$ cat config.mk
export PLATFORM = sky130hd
export DESIGN_NAME = video_timer_interrupt_unit
export DESIGN_NICKNAME = d
export VERILOG_FILES = /design/src/sv/vti_pkg.sv /design/src/sv/vti_lcd.sv /design/src/sv/vti_timer.sv /design/src/sv/vti_irq.sv /design/src/sv/video_timer_interrupt_unit.sv
export SDC_FILE = /design/constraint.sdc
export NUM_CORES = 1
export LEC_CHECK = 0
export BUFFER_PORTS_ARGS = -buffer_cell sky130_fd_sc_hd__buf_2
export CORE_ASPECT_RATIO = 2
export CORE_MARGIN = 3
export CORE_UTILIZATION = 33
export CTS_BUF_LIST = sky130_fd_sc_hd__clkbuf_16
export CTS_CLUSTER_DIAMETER = 40
export CTS_CLUSTER_SIZE = 16
export DETAILED_ROUTE_END_ITERATION = 7
export SLEW_MARGIN = 30
export SYNTH_ARGS = -nofsm -noshare
export SYNTH_HDL_FRONTEND = slang
export SYNTH_HIERARCHICAL = 1
export SYNTH_SLANG_ARGS = --single-unit
$ cat constraint.sdc
create_clock -name clk -period 6.5 [get_ports clk]
set_input_delay 0.975 -clock clk [delete_from_list [all_inputs] [get_ports clk]]
set_output_delay 0.975 -clock clk [all_outputs]
set_load 0.05 [all_outputs]
$ cat src/sv/vti_pkg.sv
// Shared types, constants and helpers for the video timer interrupt unit.
// No dependencies; every other file in sv/ refers to this package by scoped name.
`default_nettype none

package vti_pkg;

  // Scanline timing
  localparam int unsigned LINE_CYCLES    = 456;
  localparam int unsigned LAST_LINE      = 153;
  localparam int unsigned VBLANK_LINE    = 144;
  localparam int unsigned HBLANK_START   = 252;
  localparam int unsigned TRANSFER_START = 80;
  localparam int unsigned DIV_CYCLES     = 256;

  // Field widths
  localparam int unsigned CYC_W      = 5;
  localparam int unsigned LINE_CNT_W = 9;
  localparam int unsigned DIV_CNT_W  = 9;
  localparam int unsigned TMR_CNT_W  = 11;
  localparam int unsigned BYTE_W     = 8;
  localparam int unsigned IRQ_W      = 5;
  localparam int unsigned VEC_W      = 7;
  localparam int unsigned TCTRL_W    = 3;
  localparam int unsigned CFG_IDX_W  = 3;
  localparam int unsigned CFG_DATA_W = 8;

  // Register indexes on the configuration port
  localparam logic [CFG_IDX_W-1:0] CFG_LINE_COMPARE   = 3'd0;
  localparam logic [CFG_IDX_W-1:0] CFG_COMPARE_IRQ_EN = 3'd1;
  localparam logic [CFG_IDX_W-1:0] CFG_TIMER_CONTROL  = 3'd2;
  localparam logic [CFG_IDX_W-1:0] CFG_TIMER_MODULO   = 3'd3;
  localparam logic [CFG_IDX_W-1:0] CFG_IRQ_ENABLE     = 3'd4;

  // LCD mode codes
  localparam logic [1:0] MODE_HBLANK   = 2'd0;
  localparam logic [1:0] MODE_VBLANK   = 2'd1;
  localparam logic [1:0] MODE_SEARCH   = 2'd2;
  localparam logic [1:0] MODE_TRANSFER = 2'd3;

  // Interrupt source bit positions
  localparam int unsigned IRQ_VBLANK  = 0;
  localparam int unsigned IRQ_COMPARE = 1;
  localparam int unsigned IRQ_TIMER   = 2;

  // Line-change events from the LCD timing logic
  typedef struct packed {
    logic vblank;
    logic compare;
  } lcd_evt_t;

  // Requests raised during one transaction
  typedef struct packed {
    logic timer;
    logic compare;
    logic vblank;
  } irq_req_t;

  // Result of the interrupt stage
  typedef struct packed {
    logic [IRQ_W-1:0] flags;
    logic             wake;
    logic             taken;
    logic [VEC_W-1:0] vector;
  } irq_res_t;

  // Timer period selected by timer_control[1:0]
  function automatic logic [TMR_CNT_W-1:0] timer_period(input logic [1:0] sel);
    logic [TMR_CNT_W-1:0] p;
    unique case (sel)
      2'd0:    p = 11'd1024;
      2'd1:    p = 11'd16;
      2'd2:    p = 11'd64;
      default: p = 11'd256;
    endcase
    return p;
  endfunction

endpackage

`default_nettype wire

$ cat src/sv/vti_lcd.sv
// Scanline accumulator, line counter, compare flag and LCD mode decode.
// Combinational next-state logic; depends on vti_pkg.
`default_nettype none

module vti_lcd (
  input  wire logic [vti_pkg::CYC_W-1:0]      cyc,
  input  wire logic [vti_pkg::LINE_CNT_W-1:0] line_cyc_r,
  input  wire logic [vti_pkg::BYTE_W-1:0]     line_r,
  input  wire logic                           match_r,
  input  wire logic [vti_pkg::BYTE_W-1:0]     line_compare,
  input  wire logic                           compare_irq_en,
  output logic      [vti_pkg::LINE_CNT_W-1:0] line_cyc_nxt,
  output logic      [vti_pkg::BYTE_W-1:0]     line_nxt,
  output logic                                match_nxt,
  output logic      [1:0]                     mode,
  output vti_pkg::lcd_evt_t                   evt
);

  logic [vti_pkg::LINE_CNT_W:0] sum;
  logic                         wrap;

  always_comb begin
    sum          = {1'b0, line_cyc_r} + {{(vti_pkg::LINE_CNT_W+1-vti_pkg::CYC_W){1'b0}}, cyc};
    wrap         = (sum >= (vti_pkg::LINE_CNT_W+1)'(vti_pkg::LINE_CYCLES));
    line_nxt     = line_r;
    match_nxt    = match_r;
    evt          = '0;
    line_cyc_nxt = sum[vti_pkg::LINE_CNT_W-1:0];
    if (wrap) begin
      line_cyc_nxt = vti_pkg::LINE_CNT_W'(sum - (vti_pkg::LINE_CNT_W+1)'(vti_pkg::LINE_CYCLES));
      if (line_r >= vti_pkg::BYTE_W'(vti_pkg::LAST_LINE)) begin
        line_nxt = '0;
      end else begin
        line_nxt = line_r + 8'd1;
      end
      match_nxt   = (line_nxt == line_compare);
      evt.compare = compare_irq_en && match_nxt;
      evt.vblank  = (line_nxt == vti_pkg::BYTE_W'(vti_pkg::VBLANK_LINE));
    end

    if (line_nxt >= vti_pkg::BYTE_W'(vti_pkg::VBLANK_LINE)) begin
      mode = vti_pkg::MODE_VBLANK;
    end else if (line_cyc_nxt >= vti_pkg::LINE_CNT_W'(vti_pkg::HBLANK_START)) begin
      mode = vti_pkg::MODE_HBLANK;
    end else if (line_cyc_nxt >= vti_pkg::LINE_CNT_W'(vti_pkg::TRANSFER_START)) begin
      mode = vti_pkg::MODE_TRANSFER;
    end else begin
      mode = vti_pkg::MODE_SEARCH;
    end
  end

endmodule

`default_nettype wire

$ cat src/sv/vti_timer.sv
// Free-running divider and programmable timer with modulo reload.
// Combinational next-state logic; depends on vti_pkg.
`default_nettype none

module vti_timer (
  input  wire logic [vti_pkg::CYC_W-1:0]     cyc,
  input  wire logic [vti_pkg::DIV_CNT_W-1:0] div_cyc_r,
  input  wire logic [vti_pkg::BYTE_W-1:0]    div_r,
  input  wire logic [vti_pkg::TMR_CNT_W-1:0] tmr_cyc_r,
  input  wire logic [vti_pkg::BYTE_W-1:0]    tmr_r,
  input  wire logic [vti_pkg::TCTRL_W-1:0]   timer_control,
  input  wire logic [vti_pkg::BYTE_W-1:0]    timer_modulo,
  output logic      [vti_pkg::DIV_CNT_W-1:0] div_cyc_nxt,
  output logic      [vti_pkg::BYTE_W-1:0]    div_nxt,
  output logic      [vti_pkg::TMR_CNT_W-1:0] tmr_cyc_nxt,
  output logic      [vti_pkg::BYTE_W-1:0]    tmr_nxt,
  output logic                               overflow
);

  logic [vti_pkg::DIV_CNT_W:0]   div_sum;
  logic [vti_pkg::TMR_CNT_W-1:0] tmr_sum;
  logic [vti_pkg::TMR_CNT_W-1:0] period;

  always_comb begin
    // Divider: one tick at most per transaction
    div_sum     = {1'b0, div_cyc_r} + {{(vti_pkg::DIV_CNT_W+1-vti_pkg::CYC_W){1'b0}}, cyc};
    div_cyc_nxt = div_sum[vti_pkg::DIV_CNT_W-1:0];
    div_nxt     = div_r;
    if (div_sum >= (vti_pkg::DIV_CNT_W+1)'(vti_pkg::DIV_CYCLES)) begin
      div_cyc_nxt = vti_pkg::DIV_CNT_W'(div_sum - (vti_pkg::DIV_CNT_W+1)'(vti_pkg::DIV_CYCLES));
      div_nxt     = div_r + 8'd1;
    end

    // Timer: hold while stopped, accumulator wraps at the selected period
    period      = vti_pkg::timer_period(timer_control[1:0]);
    tmr_sum     = tmr_cyc_r + {{(vti_pkg::TMR_CNT_W-vti_pkg::CYC_W){1'b0}}, cyc};
    tmr_cyc_nxt = tmr_cyc_r;
    tmr_nxt     = tmr_r;
    overflow    = 1'b0;
    if (timer_control[2]) begin
      tmr_cyc_nxt = tmr_sum;
      if (tmr_sum >= period) begin
        tmr_cyc_nxt = tmr_sum - period;
        if (tmr_r == 8'hFF) begin
          tmr_nxt  = timer_modulo;
          overflow = 1'b1;
        end else begin
          tmr_nxt = tmr_r + 8'd1;
        end
      end
    end
  end

endmodule

`default_nettype wire

$ cat src/sv/vti_irq.sv
// Interrupt flag update, enable masking and lowest-source dispatch.
// Combinational; depends on vti_pkg.
`default_nettype none

module vti_irq (
  input  wire logic [vti_pkg::IRQ_W-1:0] flags_r,
  input  wire logic [vti_pkg::IRQ_W-1:0] irq_enable,
  input  wire vti_pkg::irq_req_t         req,
  input  wire logic                      ime,
  output vti_pkg::irq_res_t              res
);

  logic [vti_pkg::IRQ_W-1:0] raised;
  logic [vti_pkg::IRQ_W-1:0] flags_set;
  logic [vti_pkg::IRQ_W-1:0] pend;
  logic                      found;

  always_comb begin
    raised = '0;
    raised[vti_pkg::IRQ_VBLANK]  = req.vblank;
    raised[vti_pkg::IRQ_COMPARE] = req.compare;
    raised[vti_pkg::IRQ_TIMER]   = req.timer;

    // Masked requests still wake, but set no flag
    flags_set = flags_r | (raised & irq_enable);
    pend      = flags_set & irq_enable;
    found     = 1'b0;

    res.flags  = flags_set;
    res.wake   = |raised;
    res.taken  = 1'b0;
    res.vector = '0;
    for (int i = 0; i < vti_pkg::IRQ_W; i++) begin
      if (ime && !found && pend[i]) begin
        found        = 1'b1;
        res.taken    = 1'b1;
        res.flags[i] = 1'b0;
        res.vector   = {1'b1, 3'(i), 3'b000};
      end
    end
  end

endmodule

`default_nettype wire

$ cat src/sv/video_timer_interrupt_unit.sv
// Top level of the video timer interrupt unit: handshakes, state and config registers.
// Instantiates vti_lcd, vti_timer and vti_irq; depends on vti_pkg.
`default_nettype none

// Each input transaction reports the machine cycles that elapsed since the last
// one and the CPU's master interrupt enable. The unit advances the scanline
// accumulator and line counter (0..153), recomputes the line-compare flag on
// each line change, raises vertical blank on entering line 144, ticks the
// divider and runs the programmable timer (period from
// timer_control[1:0], run bit timer_control[2], reload from timer_modulo on
// overflow). Requests are masked by interrupt_enable, and with the master
// enable set the lowest pending enabled source is taken: its vector comes out
// and its flag is cleared. At most one line step, one divider tick and one
// timer tick happen per transaction. The unit takes one transaction per clock
// while out_stall is low; each one passes through an input register and
// a result register before its result reaches the outputs. All state is read
// and written in the single stage between those two registers, which is what
// lets one transaction follow the next on consecutive clocks. The configuration
// port is always ready; write registers only while no transaction is in flight.
module video_timer_interrupt_unit (
  input  wire logic                            clk,
  input  wire logic                            rst_n,
  // input channel
  input  wire logic                            in_valid,
  output logic                                 in_stall,
  input  wire logic [vti_pkg::CYC_W-1:0]       in_elapsed_cycles,
  input  wire logic                            in_master_enable,
  // result channel
  output logic                                 out_valid,
  input  wire logic                            out_stall,
  output logic      [vti_pkg::BYTE_W-1:0]      out_line_number,
  output logic      [1:0]                      out_video_mode,
  output logic                                 out_line_match,
  output logic      [vti_pkg::BYTE_W-1:0]      out_divider_value,
  output logic      [vti_pkg::BYTE_W-1:0]      out_timer_value,
  output logic      [vti_pkg::IRQ_W-1:0]       out_pending_flags,
  output logic                                 out_wake,
  output logic                                 out_dispatch,
  output logic      [vti_pkg::VEC_W-1:0]       out_vector_address,
  // configuration port
  input  wire logic                            cfg_valid,
  output logic                                 cfg_ready,
  input  wire logic [vti_pkg::CFG_IDX_W-1:0]   cfg_index,
  input  wire logic [vti_pkg::CFG_DATA_W-1:0]  cfg_data
);

  // Configuration registers
  logic [vti_pkg::BYTE_W-1:0]    line_compare_r;
  logic                          cmp_irq_en_r;
  logic [vti_pkg::TCTRL_W-1:0]   timer_control_r;
  logic [vti_pkg::BYTE_W-1:0]    timer_modulo_r;
  logic [vti_pkg::IRQ_W-1:0]     irq_enable_r;

  // Input register
  logic                          in_vld_r;
  logic [vti_pkg::CYC_W-1:0]     cyc_r;
  logic                          ime_r;

  // Architectural state
  logic [vti_pkg::LINE_CNT_W-1:0] line_cyc_r, line_cyc_nxt;
  logic [vti_pkg::BYTE_W-1:0]     line_r, line_nxt;
  logic                           match_r, match_nxt;
  logic [vti_pkg::DIV_CNT_W-1:0]  div_cyc_r, div_cyc_nxt;
  logic [vti_pkg::BYTE_W-1:0]     div_r, div_nxt;
  logic [vti_pkg::TMR_CNT_W-1:0]  tmr_cyc_r, tmr_cyc_nxt;
  logic [vti_pkg::BYTE_W-1:0]     tmr_r, tmr_nxt;
  logic [vti_pkg::IRQ_W-1:0]      flags_r;

  // Result register
  logic                           out_vld_r;
  logic [1:0]                     mode_r;
  logic                           wake_r;
  logic                           taken_r;
  logic [vti_pkg::VEC_W-1:0]      vector_r;

  logic [1:0]                     mode;
  logic                           tmr_ovf;
  vti_pkg::lcd_evt_t              lcd_evt;
  vti_pkg::irq_req_t              irq_req;
  vti_pkg::irq_res_t              irq_res;

  logic in_take;
  logic exec_go;

  // The execute stage fires when the result register is free or draining.
  assign exec_go  = in_vld_r && (!out_vld_r || !out_stall);
  assign in_stall = in_vld_r && !exec_go;
  assign in_take  = in_valid && !in_stall;
  assign cfg_ready = 1'b1;

  vti_lcd u_lcd (
    .cyc            (cyc_r),
    .line_cyc_r     (line_cyc_r),
    .line_r         (line_r),
    .match_r        (match_r),
    .line_compare   (line_compare_r),
    .compare_irq_en (cmp_irq_en_r),
    .line_cyc_nxt   (line_cyc_nxt),
    .line_nxt       (line_nxt),
    .match_nxt      (match_nxt),
    .mode           (mode),
    .evt            (lcd_evt)
  );

  vti_timer u_timer (
    .cyc           (cyc_r),
    .div_cyc_r     (div_cyc_r),
    .div_r         (div_r),
    .tmr_cyc_r     (tmr_cyc_r),
    .tmr_r         (tmr_r),
    .timer_control (timer_control_r),
    .timer_modulo  (timer_modulo_r),
    .div_cyc_nxt   (div_cyc_nxt),
    .div_nxt       (div_nxt),
    .tmr_cyc_nxt   (tmr_cyc_nxt),
    .tmr_nxt       (tmr_nxt),
    .overflow      (tmr_ovf)
  );

  always_comb begin
    irq_req.vblank  = lcd_evt.vblank;
    irq_req.compare = lcd_evt.compare;
    irq_req.timer   = tmr_ovf;
  end

  vti_irq u_irq (
    .flags_r    (flags_r),
    .irq_enable (irq_enable_r),
    .req        (irq_req),
    .ime        (ime_r),
    .res        (irq_res)
  );

  // Configuration writes; unknown indexes drop silently
  always_ff @(posedge clk) begin
    if (!rst_n) begin
      line_compare_r  <= '0;
      cmp_irq_en_r    <= 1'b0;
      timer_control_r <= '0;
      timer_modulo_r  <= '0;
      irq_enable_r    <= '0;
    end else if (cfg_valid && cfg_ready) begin
      unique case (cfg_index)
        vti_pkg::CFG_LINE_COMPARE:   line_compare_r  <= cfg_data;
        vti_pkg::CFG_COMPARE_IRQ_EN: cmp_irq_en_r    <= cfg_data[0];
        vti_pkg::CFG_TIMER_CONTROL:  timer_control_r <= cfg_data[vti_pkg::TCTRL_W-1:0];
        vti_pkg::CFG_TIMER_MODULO:   timer_modulo_r  <= cfg_data;
        vti_pkg::CFG_IRQ_ENABLE:     irq_enable_r    <= cfg_data[vti_pkg::IRQ_W-1:0];
        default: ;
      endcase
    end
  end

  // Input register: capture a transaction, release it when execute fires
  always_ff @(posedge clk) begin
    if (!rst_n) begin
      in_vld_r <= 1'b0;
    end else if (in_take) begin
      in_vld_r <= 1'b1;
    end else if (exec_go) begin
      in_vld_r <= 1'b0;
    end
  end

  always_ff @(posedge clk) begin
    if (in_take) begin
      cyc_r <= in_elapsed_cycles;
      ime_r <= in_master_enable;
    end
  end

  // State advances only when a transaction executes
  always_ff @(posedge clk) begin
    if (!rst_n) begin
      line_cyc_r <= '0;
      line_r     <= '0;
      match_r    <= 1'b0;
      div_cyc_r  <= '0;
      div_r      <= '0;
      tmr_cyc_r  <= '0;
      tmr_r      <= '0;
      flags_r    <= '0;
    end else if (exec_go) begin
      line_cyc_r <= line_cyc_nxt;
      line_r     <= line_nxt;
      match_r    <= match_nxt;
      div_cyc_r  <= div_cyc_nxt;
      div_r      <= div_nxt;
      tmr_cyc_r  <= tmr_cyc_nxt;
      tmr_r      <= tmr_nxt;
      flags_r    <= irq_res.flags;
    end
  end

  // Result register: hold while stalled
  always_ff @(posedge clk) begin
    if (!rst_n) begin
      out_vld_r <= 1'b0;
    end else if (exec_go) begin
      out_vld_r <= 1'b1;
    end else if (!out_stall) begin
      out_vld_r <= 1'b0;
    end
  end

  always_ff @(posedge clk) begin
    if (exec_go) begin
      mode_r   <= mode;
      wake_r   <= irq_res.wake;
      taken_r  <= irq_res.taken;
      vector_r <= irq_res.vector;
    end
  end

  // Counter and flag outputs read the state registers, which change only
  // together with the result register.
  assign out_valid          = out_vld_r;
  assign out_line_number    = line_r;
  assign out_video_mode     = mode_r;
  assign out_line_match     = match_r;
  assign out_divider_value  = div_r;
  assign out_timer_value    = tmr_r;
  assign out_pending_flags  = flags_r;
  assign out_wake           = wake_r;
  assign out_dispatch       = taken_r;
  assign out_vector_address = vector_r;

  // Line counter never leaves 0..153
  a_line_range: assert property (@(posedge clk) disable iff (!rst_n)
    line_r <= vti_pkg::BYTE_W'(vti_pkg::LAST_LINE))
    else $error("line counter out of range");

  // Scanline accumulator stays below one line
  a_line_cyc_range: assert property (@(posedge clk) disable iff (!rst_n)
    line_cyc_r < vti_pkg::LINE_CNT_W'(vti_pkg::LINE_CYCLES))
    else $error("scanline accumulator out of range");

  // Serial and joypad flags are never raised here
  a_no_ext_flags: assert property (@(posedge clk) disable iff (!rst_n)
    flags_r[4:3] == 2'b00)
    else $error("unexpected serial or joypad flag");

  // A taken interrupt carries a vector, and only then
  a_vector_taken: assert property (@(posedge clk) disable iff (!rst_n)
    out_vld_r |-> (taken_r == (vector_r != '0)))
    else $error("vector and dispatch disagree");

  // Result is held while stalled
  a_exec_blocked: assert property (@(posedge clk) disable iff (!rst_n)
    (out_vld_r && out_stall) |-> !exec_go)
    else $error("execute overran a stalled result");

endmodule

`default_nettype wire
Yosys cells after proc, flatten, opt, wreduce, memory -nomap -nowiden
Index checks and enable logic that the tools add are counted.
{"block": "totals", "wordCells": 120, "input_bits": 22, "latchBits": 0, "n_memories": 0, "ram_bits": 0, "out_inout_bits": 44, "regBits": 103, "mem_bits_ro": 0}
{"block": "op_classes", "n_div": 0, "n_addsub": 9, "n_bitwise": 3, "multipliers": 0, "muxes": 31, "reduce_logical": 37, "n_eq_ne": 10, "order_cmp": 7, "n_shift": 0}
{"operator": "two-way mux 8 bit", "n": 5}
{"operator": "case mux 11 bit (3 select lines)", "n": 1}
{"operator": "adder 8 x 1 -> 8 bit (second input constant)", "n": 3}
{"operator": "adder 9 x 5 -> 10 bit", "n": 2}
{"operator": ">= comparator 10 x 9 -> 1 bit (second input constant)", "n": 2}
{"operator": "two-way mux 1 bit", "n": 18}
{"operator": "two-way mux 6 bit", "n": 3}
{"operator": "two-way mux 9 bit", "n": 2}
{"operator": "subtractor 9 bit (second input constant)", "n": 2}
{"operator": "== test 8 bit (second input constant)", "n": 2}
{"operator": ">= comparator 8 bit (second input constant)", "n": 2}
{"operator": "AND reduction 2 bit", "n": 8}
{"operator": "logical AND 1 bit", "n": 13}
{"operator": "adder 11 x 5 -> 11 bit", "n": 1}
{"operator": ">= comparator 11 bit", "n": 1}
{"operator": "two-way mux 11 bit", "n": 1}
{"operator": "subtractor 11 bit", "n": 1}
{"operator": ">= comparator 9 x 7 -> 1 bit (second input constant)", "n": 1}
{"operator": ">= comparator 9 x 8 -> 1 bit (second input constant)", "n": 1}
{"operator": "== test 8 bit", "n": 1}
{"operator": "logical NOT 1 bit", "n": 8}
{"operator": "== test 3 x 2 -> 1 bit (second input constant)", "n": 2}
{"operator": "AND 3 x 5 -> 5 bit", "n": 1}
{"operator": "AND 5 bit", "n": 1}
{"operator": "15 further kinds", "n": 15}

Logic depth before layout (Yosys ltp)
Gate-level depths: netlist of run 1.
{"block": "depth", "depth_word": 27, "ltp_mapped": 22, "mapped_depth_nobuf": 21}

Hierarchy
The synthesis of run 1 kept the hierarchy.
{"mod": "video_timer_interrupt_unit", "area_per_inst_um2": 4012.6, "cells_each": 378, "instances": 1, "seq_area_each_um2": 2232.1}
{"mod": "vti_timer", "area_per_inst_um2": 1596.5, "cells_each": 218, "instances": 1, "seq_area_each_um2": 0.0}
{"mod": "vti_lcd", "area_per_inst_um2": 1243.7, "cells_each": 174, "instances": 1, "seq_area_each_um2": 0.0}
{"mod": "vti_irq", "area_per_inst_um2": 192.7, "cells_each": 32, "instances": 1, "seq_area_each_um2": 0.0}

Worst setup path before layout of run 1
Ideal clock, no wire load.
{"block": "synth_timing", "path_type": "register to register", "startpoint": "register cyc_r[0] (netlist name)", "endpoint": "register taken_r, in the netlist out_dispatch (data pin)", "arrival_ns": 3.892, "n_path_buf": 2, "slack_ns": 2.357, "period_less_slack_ns": 4.143, "stages_incl_launch_ff": 21, "required_ns": 6.249, "setup_ns": 0.251, "cell_sequence": "edfxtp_1 -> ha_1 -> inv_1 -> fa_1 -> nor2b_1 -> o21ai_0 -> a21oi_1 -> o21ai_0 -> nor3_1 -> xor2_1 -> ha_1 -> inv_1 -> a211oi_1 -> a221o_2 -> o21ai_4 -> buf_6 -> nor2_1 -> o21ai_2 -> nand2_1 -> o21a_1 -> buf_4"}
{"block": "synth_via", "word_cells_on_any_way": 29, "classes_between": "add/sub (2); order compare (2); mux (8); bitwise (3); reduce/logical (14)"}
{"item": "start, declared", "line_no": "video_timer_interrupt_unit.sv:56", "rtl": "logic [vti_pkg::CYC_W-1:0] cyc_r;"}
{"item": "start signal, assigned", "line_no": "video_timer_interrupt_unit.sv:167", "rtl": "cyc_r <= in_elapsed_cycles;"}
{"item": "adder 11 x 5 -> 11 bit *", "line_no": "vti_timer.sv:36", "rtl": "tmr_sum = tmr_cyc_r + {{(vti_pkg::TMR_CNT_W-vti_pkg::CYC_W){1'b0}}, cyc};"}
{"item": ">= comparator 11 bit *", "line_no": "vti_timer.sv:42", "rtl": "if (tmr_sum >= period) begin"}
{"item": "two-way mux 1 bit *", "line_no": "vti_timer.sv:42"}
{"item": "two-way mux 1 bit *", "line_no": "vti_timer.sv:40", "rtl": "if (timer_control[2]) begin"}
{"item": "net tmr_ovf", "line_no": "video_timer_interrupt_unit.sv:77", "rtl": "logic tmr_ovf;"}
{"item": "AND 3 x 5 -> 5 bit *", "line_no": "vti_irq.sv:25", "rtl": "flags_set = flags_r | (raised & irq_enable);"}
{"item": "OR 5 bit *", "line_no": "vti_irq.sv:25"}
{"item": "AND 5 bit *", "line_no": "vti_irq.sv:26", "rtl": "pend = flags_set & irq_enable;"}
{"item": "logical AND 1 bit *", "line_no": "vti_irq.sv:34", "rtl": "if (ime && !found && pend[i]) begin"}
{"item": "two-way mux 1 bit", "line_no": "vti_irq.sv:34"}
{"item": "logical NOT 1 bit", "line_no": "vti_irq.sv:34"}
{"item": "logical AND 1 bit (2 in a row)", "line_no": "vti_irq.sv:34"}
{"item": "two-way mux 1 bit", "line_no": "vti_irq.sv:34"}
{"item": "logical NOT 1 bit", "line_no": "vti_irq.sv:34"}
{"item": "logical AND 1 bit (2 in a row)", "line_no": "vti_irq.sv:34"}
{"item": "OR reduction 4 bit (no source line) *"}
{"item": "end signal, assigned", "line_no": "video_timer_interrupt_unit.sv:210", "rtl": "taken_r <= irq_res.taken;"}
{"item": "end, declared", "line_no": "video_timer_interrupt_unit.sv:73", "rtl": "logic taken_r;"}
Mark *: on every way through the listed nets, which the timed path passes. The rest lies on a longest branch.
A chain may end at the register's enable or synchronous reset.

Final worst setup path of run 1
Ends and elaborated chain as after synthesis.

==> run summary, run 1 <==
Ratio of final minimum period to clock period -> 0.7146
Worst Max-Slew Pin Slew -> 0.8547 ns
Critical path cell sequence -> ha_1 -> inv_1 -> fa_1 -> nor2b_1 -> o21ai_0 -> a21oi_1 -> o21ai_0 -> nor3_1 -> xor2_1 -> ha_1 -> inv_1 -> a211oi_1 -> a221o_2 -> o21ai_4 -> nor2_1 -> o21ai_2 -> nand2_1 -> o21a_1
Biggest area contributors in the synthesized netlist -> sky130_fd_sc_hd__dfxtp_1 (24%), sky130_fd_sc_hd__mux2i_1 (13%), sky130_fd_sc_hd__nand2_1 (9.8%)
Number of enable-type register cells in the synthesized netlist -> 17
CP arrival -> 4.76 ns
Sink count of the clock tree -> 103
Share of flip-flops with an asynchronous set or reset -> 0
Remaining DRCs -> 0
Kind of cell adding the most delay to the critical path -> compound AO/OA/AOI/OAI gates
Cells after synthesis -> 802
Initial core utilization -> 0.3352
IO Pins -> 66
Die Footprint -> 0.02325 mm²
Pin count of the biggest net entering global routing -> 99
Setup TNS -> 0 ns
Flop and latch count out of synthesis -> 103
Most frequent cells in the layout -> sky130_fd_sc_hd__nand2_1 (184), sky130_fd_sc_hd__mux2i_1 (95), sky130_fd_sc_hd__dfxtp_1 (86), sky130_fd_sc_hd__buf_2 (63), sky130_fd_sc_hd__a21oi_1 (29)
Number of slew-limit violations in the final report -> 0
Worst setup slack after layout -> 1.855 ns
Post-synthesis cell type with the largest combined area -> sky130_fd_sc_hd__dfxtp_1
Crit Path Category -> reg2reg
Share of the core filled with cells -> 0.3680
Initial antenna violation count -> 0
Post-layout power -> 1448 µW
Leakage component of the power -> 0.002992 µW
CP bufs+invs -> 2
Row cnt -> 75
Layout filler cell count -> 2176
Post-synthesis cell type count -> 90
Total setup buffers inserted after CTS -> 0
Core area -> 0.02102 mm²
Setup crit start kind -> flip-flop
Initial DRC Count -> 237
Source-to-sink clock delay at the later pin of the worst-skew pair -> 0.36 ns
Library cell contributing the largest single delay on the critical path -> sky130_fd_sc_hd__o21ai_0
Maximum fanout along the worst path -> 14
CTS Hold Buffers Added -> 0
Drt via density -> 5.121
Clock buffers created by TritonCTS -> 9
IR drop worst, VDD -> 0.1015 mV
Number of nets in the final layout -> 890
Final Critical Period -> 4.645 ns
Category of the worst setup path capture point -> flip-flop
Run status -> finished, final reports clean
Antenna Cells -> 0
Number of gates resized after cts -> 0
Worst hold-check path type -> reg2reg
Number of port buffers -> 64
Headroom to the max-slew limit -> 0.4290
Number of global-route vias before repair -> 5539
Remaining global-route overflow -> 0
Fin. Hold Viols -> 0
Warning count from the yosys run -> 6
First-pass DRT Iterations -> 4
CTS tree -> yes
Buffer cell driving the clock tree root -> sky130_fd_sc_hd__clkbuf_16
Prevailing post-synth register cell -> sky130_fd_sc_hd__dfxtp_1
Post-synthesis sequential area ratio -> 0.3168
Pre-CTS setup slack -> 1.853 ns
Number of maximum-capacitance constraint violations -> 0
Global router's overall resource usage -> 0.1495
Fmax -> 215.3 MHz
Average wire per cell in the routed design -> 15.25 µm
Final Routed Wirelength -> 16.97 mm
Most common cell after layout, fill and taps aside -> sky130_fd_sc_hd__nand2_1
CTS clk-pin slew, worst paths -> 0.07 ns
Number of buffers between clock root and the deepest sink -> 2
Area fraction of the dominant cell type after synthesis -> 0.2444
Wire length of the first global-routing pass -> 27.44 mm
Area Growth Syn to Fin -> 9.785%
Remaining antenna violation count after routing -> 0
Routed vias -> 5700
Vertical die dimension -> 212.6 µm
Final setup fails -> 0
Final setup skew -> 0.01056 ns
Max incr delay on CP -> 0.52 ns
Gp weighted congestion -> 0.8826
Maximum level of the CTS H-tree -> 3
Power per cell area -> 187.3 mW/mm²
Detailed placement HPWL -> 12.85 mm
Setup repair after global routing missed its margin -> no
Width of the die -> 109.3 µm
Fraction of layout cells with a size suffix above 1 -> 0.1635
Mean Syn Cell Area -> 8.785 µm²
Required time of the worst setup path -> 6.62 ns
Combined area of all synthesized cells -> 0.007046 mm²
[worst reg2reg max path: cells and delay by family (launching register included)]
| family | cells | cell delay (ns) |
|---|---|---|
| flip-flops | 1 | 0.43 |
| buffers and inverters | 2 | 0.22 |
| AND/OR/NAND/NOR | 4 | 0.50 |
| AO/OA/AOI/OAI | 8 | 2.23 |
| XOR/XNOR | 1 | 0.19 |
| adder cells (fa/ha/maj) | 3 | 0.83 |
[synthesized netlist by cell type, drive strengths merged (4+ instances only)]
library cell  instances
a211oi                4
a21o                  9
a21oi                32
a31oi                 9
and2                  9
and3                 10
buf                  38
clkbuf                6
dfxtp                86
edfxtp               17
ha                   26
inv                  27
mux2                 13
mux2i                95
nand2               184
nand2b                8
nand3                22
nand4                 8
nand4b                6
nor2                 31
nor2b                 9
nor3                  8
nor3b                 6
o211ai                4
o21a                  4
o21ai                34
or2                   4
or3                   6
xnor2                21
xor2                 15
[path summary, 6_finish.rpt]
check	start	to	slack, ns	depth (start not counted)
worst min-delay path	timer_modulo_r[7]	timer_modulo_r[7]	0.46	2
worst max register to register	cyc_r[0]	out_dispatch	1.85	18
worst max-delay path	cyc_r[0]	out_dispatch	1.85	18
worst min register to register	timer_modulo_r[7]	timer_modulo_r[7]	0.46	2
[power breakdown]
part           switching, µW  total [µW]  internal [µW]
Clock                    267         595            328
Combinational            116         180           64.1
Sequential              11.7         674            662
[flip-flops by register name, indices dropped and copies added, names as in the netlist, 2 cells and up]
name,flops
out_pending_flags,5
timer_control_r,3
timer_modulo_r,8
line_compare_r,8
tmr_cyc_r,11
div_cyc_r,9
line_cyc_r,9
out_line_number,8
out_timer_value,8
out_video_mode,2
irq_enable_r,5
out_vector_address,7
out_divider_value,8
cyc_r,5
[metrics by stage]
step / area (µm²) / std cells / hold slack (ns)
floorplan: 7053 / 804 / 0.4303
global placement: 7387 / 1096 / 0.4433
detailed placement: 7411 / 1097 / 0.4542
CTS: 7731 / 1113 / 0.4654
global route: 7735 / 1113 / 0.4862
finish: 7735 / 1113 / 0.4608
[per-layer routing]
layer / vias up / part of all wire / track usage
met1: 2711 / 0.37 / 0.1503
met2: 82 / 0.56 / 0.2882
met4: 0 / 0.037 / 0.07619
li1: 2872 / - / -
met3: 35 / 0.026 / 0.02036
met5: - / 0 / 0
[area by class of cell]
class / instances / area [µm²] / area share
multi-input cells: 629 / 4377 / 0.5658
flip-flops and latches: 103 / 2232 / 0.2886
repair buffers: 68 / 364.1 / 0.04707
well taps: 269 / 336.6 / 0.04351
clock buffers: 10 / 250.2 / 0.03235
inverters: 28 / 105.1 / 0.01359
clock inverters: 6 / 70.07 / 0.009059
[cell families (layout without fill, tap and decap cells)]
logic type	Yosys count	count (layout)	synth area share
compound gates	127	127	0.1312
xor+xnor	36	36	0.04475
fa+ha+maj	29	29	0.05470
buf+inv	72	112	0.06535
flops	103	103	0.3168
mux	108	108	0.1573
other cells	2	4	0.001066
simple gates	325	325	0.2287
Note: power is estimated with default switching activity, not from simulation.
==> inputs of run 2 (changes only) <==
ABC_AREA = 1   (was not set)
clock period = 4.32 ns   (was 6.5 ns; I/O delays follow)
==> run 2 against run 1 <==
Against the previous run: final cell count is 23% higher; critical path depth grew 12; sequential power grew 62%; global-route usage rose by 0.95 points; clock power grew 32%; design area decreased by 0.31%; synthesized area decreased by 2.2%; critical endpoint is now out_pending_flags[4].
==> run summary, run 2 <==
Remaining DRCs -> 0 (unchanged)
Complex-gate fraction of the synthesized area -> 0.09064 (-0.04059)
Category of the worst setup path capture point -> flip-flop
Number of buffers between clock root and the deepest sink -> 2 (unchanged)
Run status -> finished, final reports clean
Buffer cell driving the clock tree root -> sky130_fd_sc_hd__clkbuf_16
Drt via density -> 4.778 (-6.7%)
Final Critical Period -> 3.940 ns (-0.7046 ns)
Detailed placement HPWL -> 13.09 mm (+1.9%)
Combined area of all synthesized cells -> 0.006888 mm² (-2.2%)
Final cell count without fillers -> 1364 (+23%)
Pin count of the biggest net entering global routing -> 71 (-28%)
Worst Max-Slew Pin Slew -> 0.8151 ns (-0.03962 ns)
Antenna Cells -> 0 (unchanged)
Crit path depth -> 30 (+12)
Seq pwr share -> 0.440 (-0.025)
Core area -> 0.02046 mm² (-2.7%)
Library cell contributing the largest single delay on the critical path -> sky130_fd_sc_hd__edfxtp_1
Biggest area contributors in the synthesized netlist -> sky130_fd_sc_hd__dfxtp_1 (25%), sky130_fd_sc_hd__nand2_1 (12%), sky130_fd_sc_hd__nor2_1 (11%)
Vertical die dimension -> 210.3 µm (-1.1%)
Ratio of final minimum period to clock period -> 0.9121 (+0.1975)
Gp weighted congestion -> 0.9677 (+9.6%)
Number of enable-type register cells in the synthesized netlist -> 17 (unchanged)
CP arrival -> 4.24 ns (-0.52 ns)
Synth top cells by count -> sky130_fd_sc_hd__nand2_1 (222), sky130_fd_sc_hd__nor2_1 (206), sky130_fd_sc_hd__inv_1 (116)
Number of maximum-capacitance constraint violations -> 0 (unchanged)
Final setup skew -> 0.007964 ns (-0.002598 ns)
Pre-CTS setup slack -> 0.05123 ns (-1.802 ns)
Required time of the worst setup path -> 4.62 ns (-2.00 ns)
Post-Synth XOR/XNOR Area -> 0.03942 (-0.005334)
Number of port buffers -> 64 (unchanged)
CTS clk-pin slew, worst paths -> 0.07 ns (about the same)
First-pass DRT Iterations -> 5 (+1)
Fin. Hold Viols -> 0 (unchanged)
Width of the die -> 108.2 µm (-1.1%)
Max incr delay on CP -> 0.39 ns (-0.13 ns)
Remaining global-route overflow -> 0 (unchanged)
Initial core utilization -> 0.3366 (+0.001436)
Cells after synthesis -> 1041 (+30%)
Maximum level of the CTS H-tree -> 3 (unchanged)
CTS tree -> yes
Kind of cell adding the most delay to the critical path -> simple AND/OR/NAND/NOR gates
R2R setup slack -> 0.38 ns (-1.48 ns)
Share of flip-flops with an asynchronous set or reset -> 0 (unchanged)
Warning count from the yosys run -> 6 (unchanged)
Post-synthesis cell type count -> 45 (-50%)
Number of nets in the final layout -> 1144 (+29%)
Worst setup slack after layout -> 0.3795 ns (-1.475 ns)
Clock buffers created by TritonCTS -> 9 (unchanged)
Combinational power share -> 0.245 (+0.121)
Mean Syn Cell Area -> 6.617 µm² (-25%)
Source-to-sink clock delay at the later pin of the worst-skew pair -> 0.35 ns (about the same)
Combinational family with the most area after synthesis -> simple AND/OR/NAND/NOR gates
Routed vias -> 6517 (+14%)
Number of global-route vias before repair -> 6177 (+12%)
Post-synthesis sequential area ratio -> 0.3241 (+0.007251)
Net switching power figure -> 864.0 µW (+120%)
Final Routed Wirelength -> 17.65 mm (+4.0%)
Die Footprint -> 0.02275 mm² (-2.1%)
Endpoint of the worst setup timing path -> out_pending_flags[4]
IO Pins -> 66 (unchanged)
Crit Path Category -> reg2reg
Headroom to the max-slew limit -> 0.4566 (+0.02759)
Cell count after placement -> 1344 (+23%)
Remaining antenna violation count after routing -> 0 (unchanged)
Reg2reg start -> cyc_r[0]
Registers with the most flip-flops -> tmr_cyc_r x11, div_cyc_r x9, line_cyc_r x9
Cell internal pwr -> 1621 µW (+54%)
Max reg flops -> 11 (unchanged)
IR drop worst, VDD -> 0.1868 mV (+84%)
Post-synthesis cell type with the largest combined area -> sky130_fd_sc_hd__dfxtp_1
Prevailing post-synth register cell -> sky130_fd_sc_hd__dfxtp_1
Most used cell along the critical path -> sky130_fd_sc_hd__nand2_1
Average wire per cell in the routed design -> 12.94 µm (-15%)
Final setup fails -> 0 (unchanged)
Power per cell area -> 322.3 mW/mm² (+72%)
Setup crit start -> cyc_r[0]
CP bufs+invs -> 3 (+1)
Most frequent cells in the layout -> sky130_fd_sc_hd__nand2_1 (220), sky130_fd_sc_hd__nor2_1 (205), sky130_fd_sc_hd__inv_1 (117), sky130_fd_sc_hd__nand3_1 (97), sky130_fd_sc_hd__dfxtp_1 (86)
Wire length of the first global-routing pass -> 29.13 mm (+6.2%)
Fraction of synthesized area in multiplexers -> 0 (-0.1573)
Worst hold-check path type -> in2reg
Initial DRC Count -> 267 (+13%)
Global router's overall resource usage -> 0.1590 (+0.009510)
Most common cell after layout, fill and taps aside -> sky130_fd_sc_hd__nand2_1
Post-synthesis share of cell area spent on and, or, nand and nor gates -> 0.3882 (+0.1595)
Row cnt -> 74 (-1.3%)
Flop and latch count out of synthesis -> 103 (unchanged)
Largest register by flop count -> tmr_cyc_r
Clk pwr share -> 0.316 (-0.094)
Fraction of layout cells with a size suffix above 1 -> 0.1457 (-0.01779)
Fmax -> 253.8 MHz (+18%)
Maximum fanout along the worst path -> 3 (-11)
Library cell with the highest instance count after synthesis -> sky130_fd_sc_hd__nand2_1
Leakage component of the power -> 0.003653 µW (+22%)
Worst hold slack -> 0.4782 ns (+0.01748 ns)
Post-Synth Adder-Cell Area -> 0.05595 (+0.001252)
Area Growth Syn to Fin -> 11.95%
Initial antenna violation count -> 0 (unchanged)
CTS Hold Buffers Added -> 0 (unchanged)
Worst reg-to-reg path cell count -> 30 (+12)
Reg-to-Reg End -> out_pending_flags[4]
Sink count of the clock tree -> 103 (unchanged)
Area fraction of the dominant cell type after synthesis -> 0.2500 (+0.005593)
Number of slew-limit violations in the final report -> 0 (unchanged)
Switching part of the total power -> 0.3477 (+0.07547)
Setup crit start kind -> flip-flop
run 2: timing repair:
action / CTS / global route
setup endpoints to repair: 1 / 24
setup buffers: 0 / 4
pin swaps: 0 / 9
gates resized for setup: 1 / 12
run 2: logic make-up (layout without fill, tap and decap cells):
kind of cell,after synthesis,in the layout
AO/OA/AOI/OAI,116,116
flip-flops,103,103
XOR/XNOR,31,31
adder cells (fa/ha/maj),29,29
AND/OR/NAND/NOR,604,604
other,2,4
buffers and inverters,156,211
run 2: per-stage QoR:
step / TNS, ns / power, µW / utilization / instance area (µm²)
floorplan: 0 / 1588 / - / 6895
global placement: 0 / 1713 / 0.3595 / 7357
detailed placement: 0 / 1720 / 0.3595 / 7357
CTS: 0 / 2512 / 0.3731 / 7635
global route: -0.01856 / 2632 / 0.3769 / 7711
finish: 0 / 2485 / 0.3769 / 7711
run 2: power groups by stage:
stage               combinational (µW)  clock (µW)  sequential (µW)
floorplan                          404           0             1180
global placement                   597           0             1120
detailed placement                 603           0             1120
CTS                                606         811             1090
global route                       687         841             1100
finish                             608         784             1090
run 2: worst min-delay path by stage:
stage,cells past startpoint,to,slack (ns),from
2_1_floorplan,2,timer_control_r[2],0.45,timer_control_r[2]
3_3_place_gp,2,timer_modulo_r[3],0.46,timer_modulo_r[3]
3_5_place_dp,2,cmp_irq_en_r,0.47,cmp_irq_en_r
4_1_cts,1,cyc_r[2],0.47,in_elapsed_cycles[2]
5_1_grt,1,cyc_r[2],0.47,in_elapsed_cycles[2]
6_report,1,cyc_r[2],0.48,in_elapsed_cycles[2]
run 2: layer usage:
layer,GRT usage,wire (µm)
met5,0,0
met4,0.07498,608
met3,0.02053,641
met2,0.3005,9465
met1,0.1699,6934
run 2: layout make-up:
class	instances	area, µm²
sequential	103	2232
clock buffer	9	225.2
inverter	121	456.7
timing repair buffer	74	397.9
clock inverter	7	47.55
tap	266	332.8
fill	2197	12750
multi-input combinational	784	4019
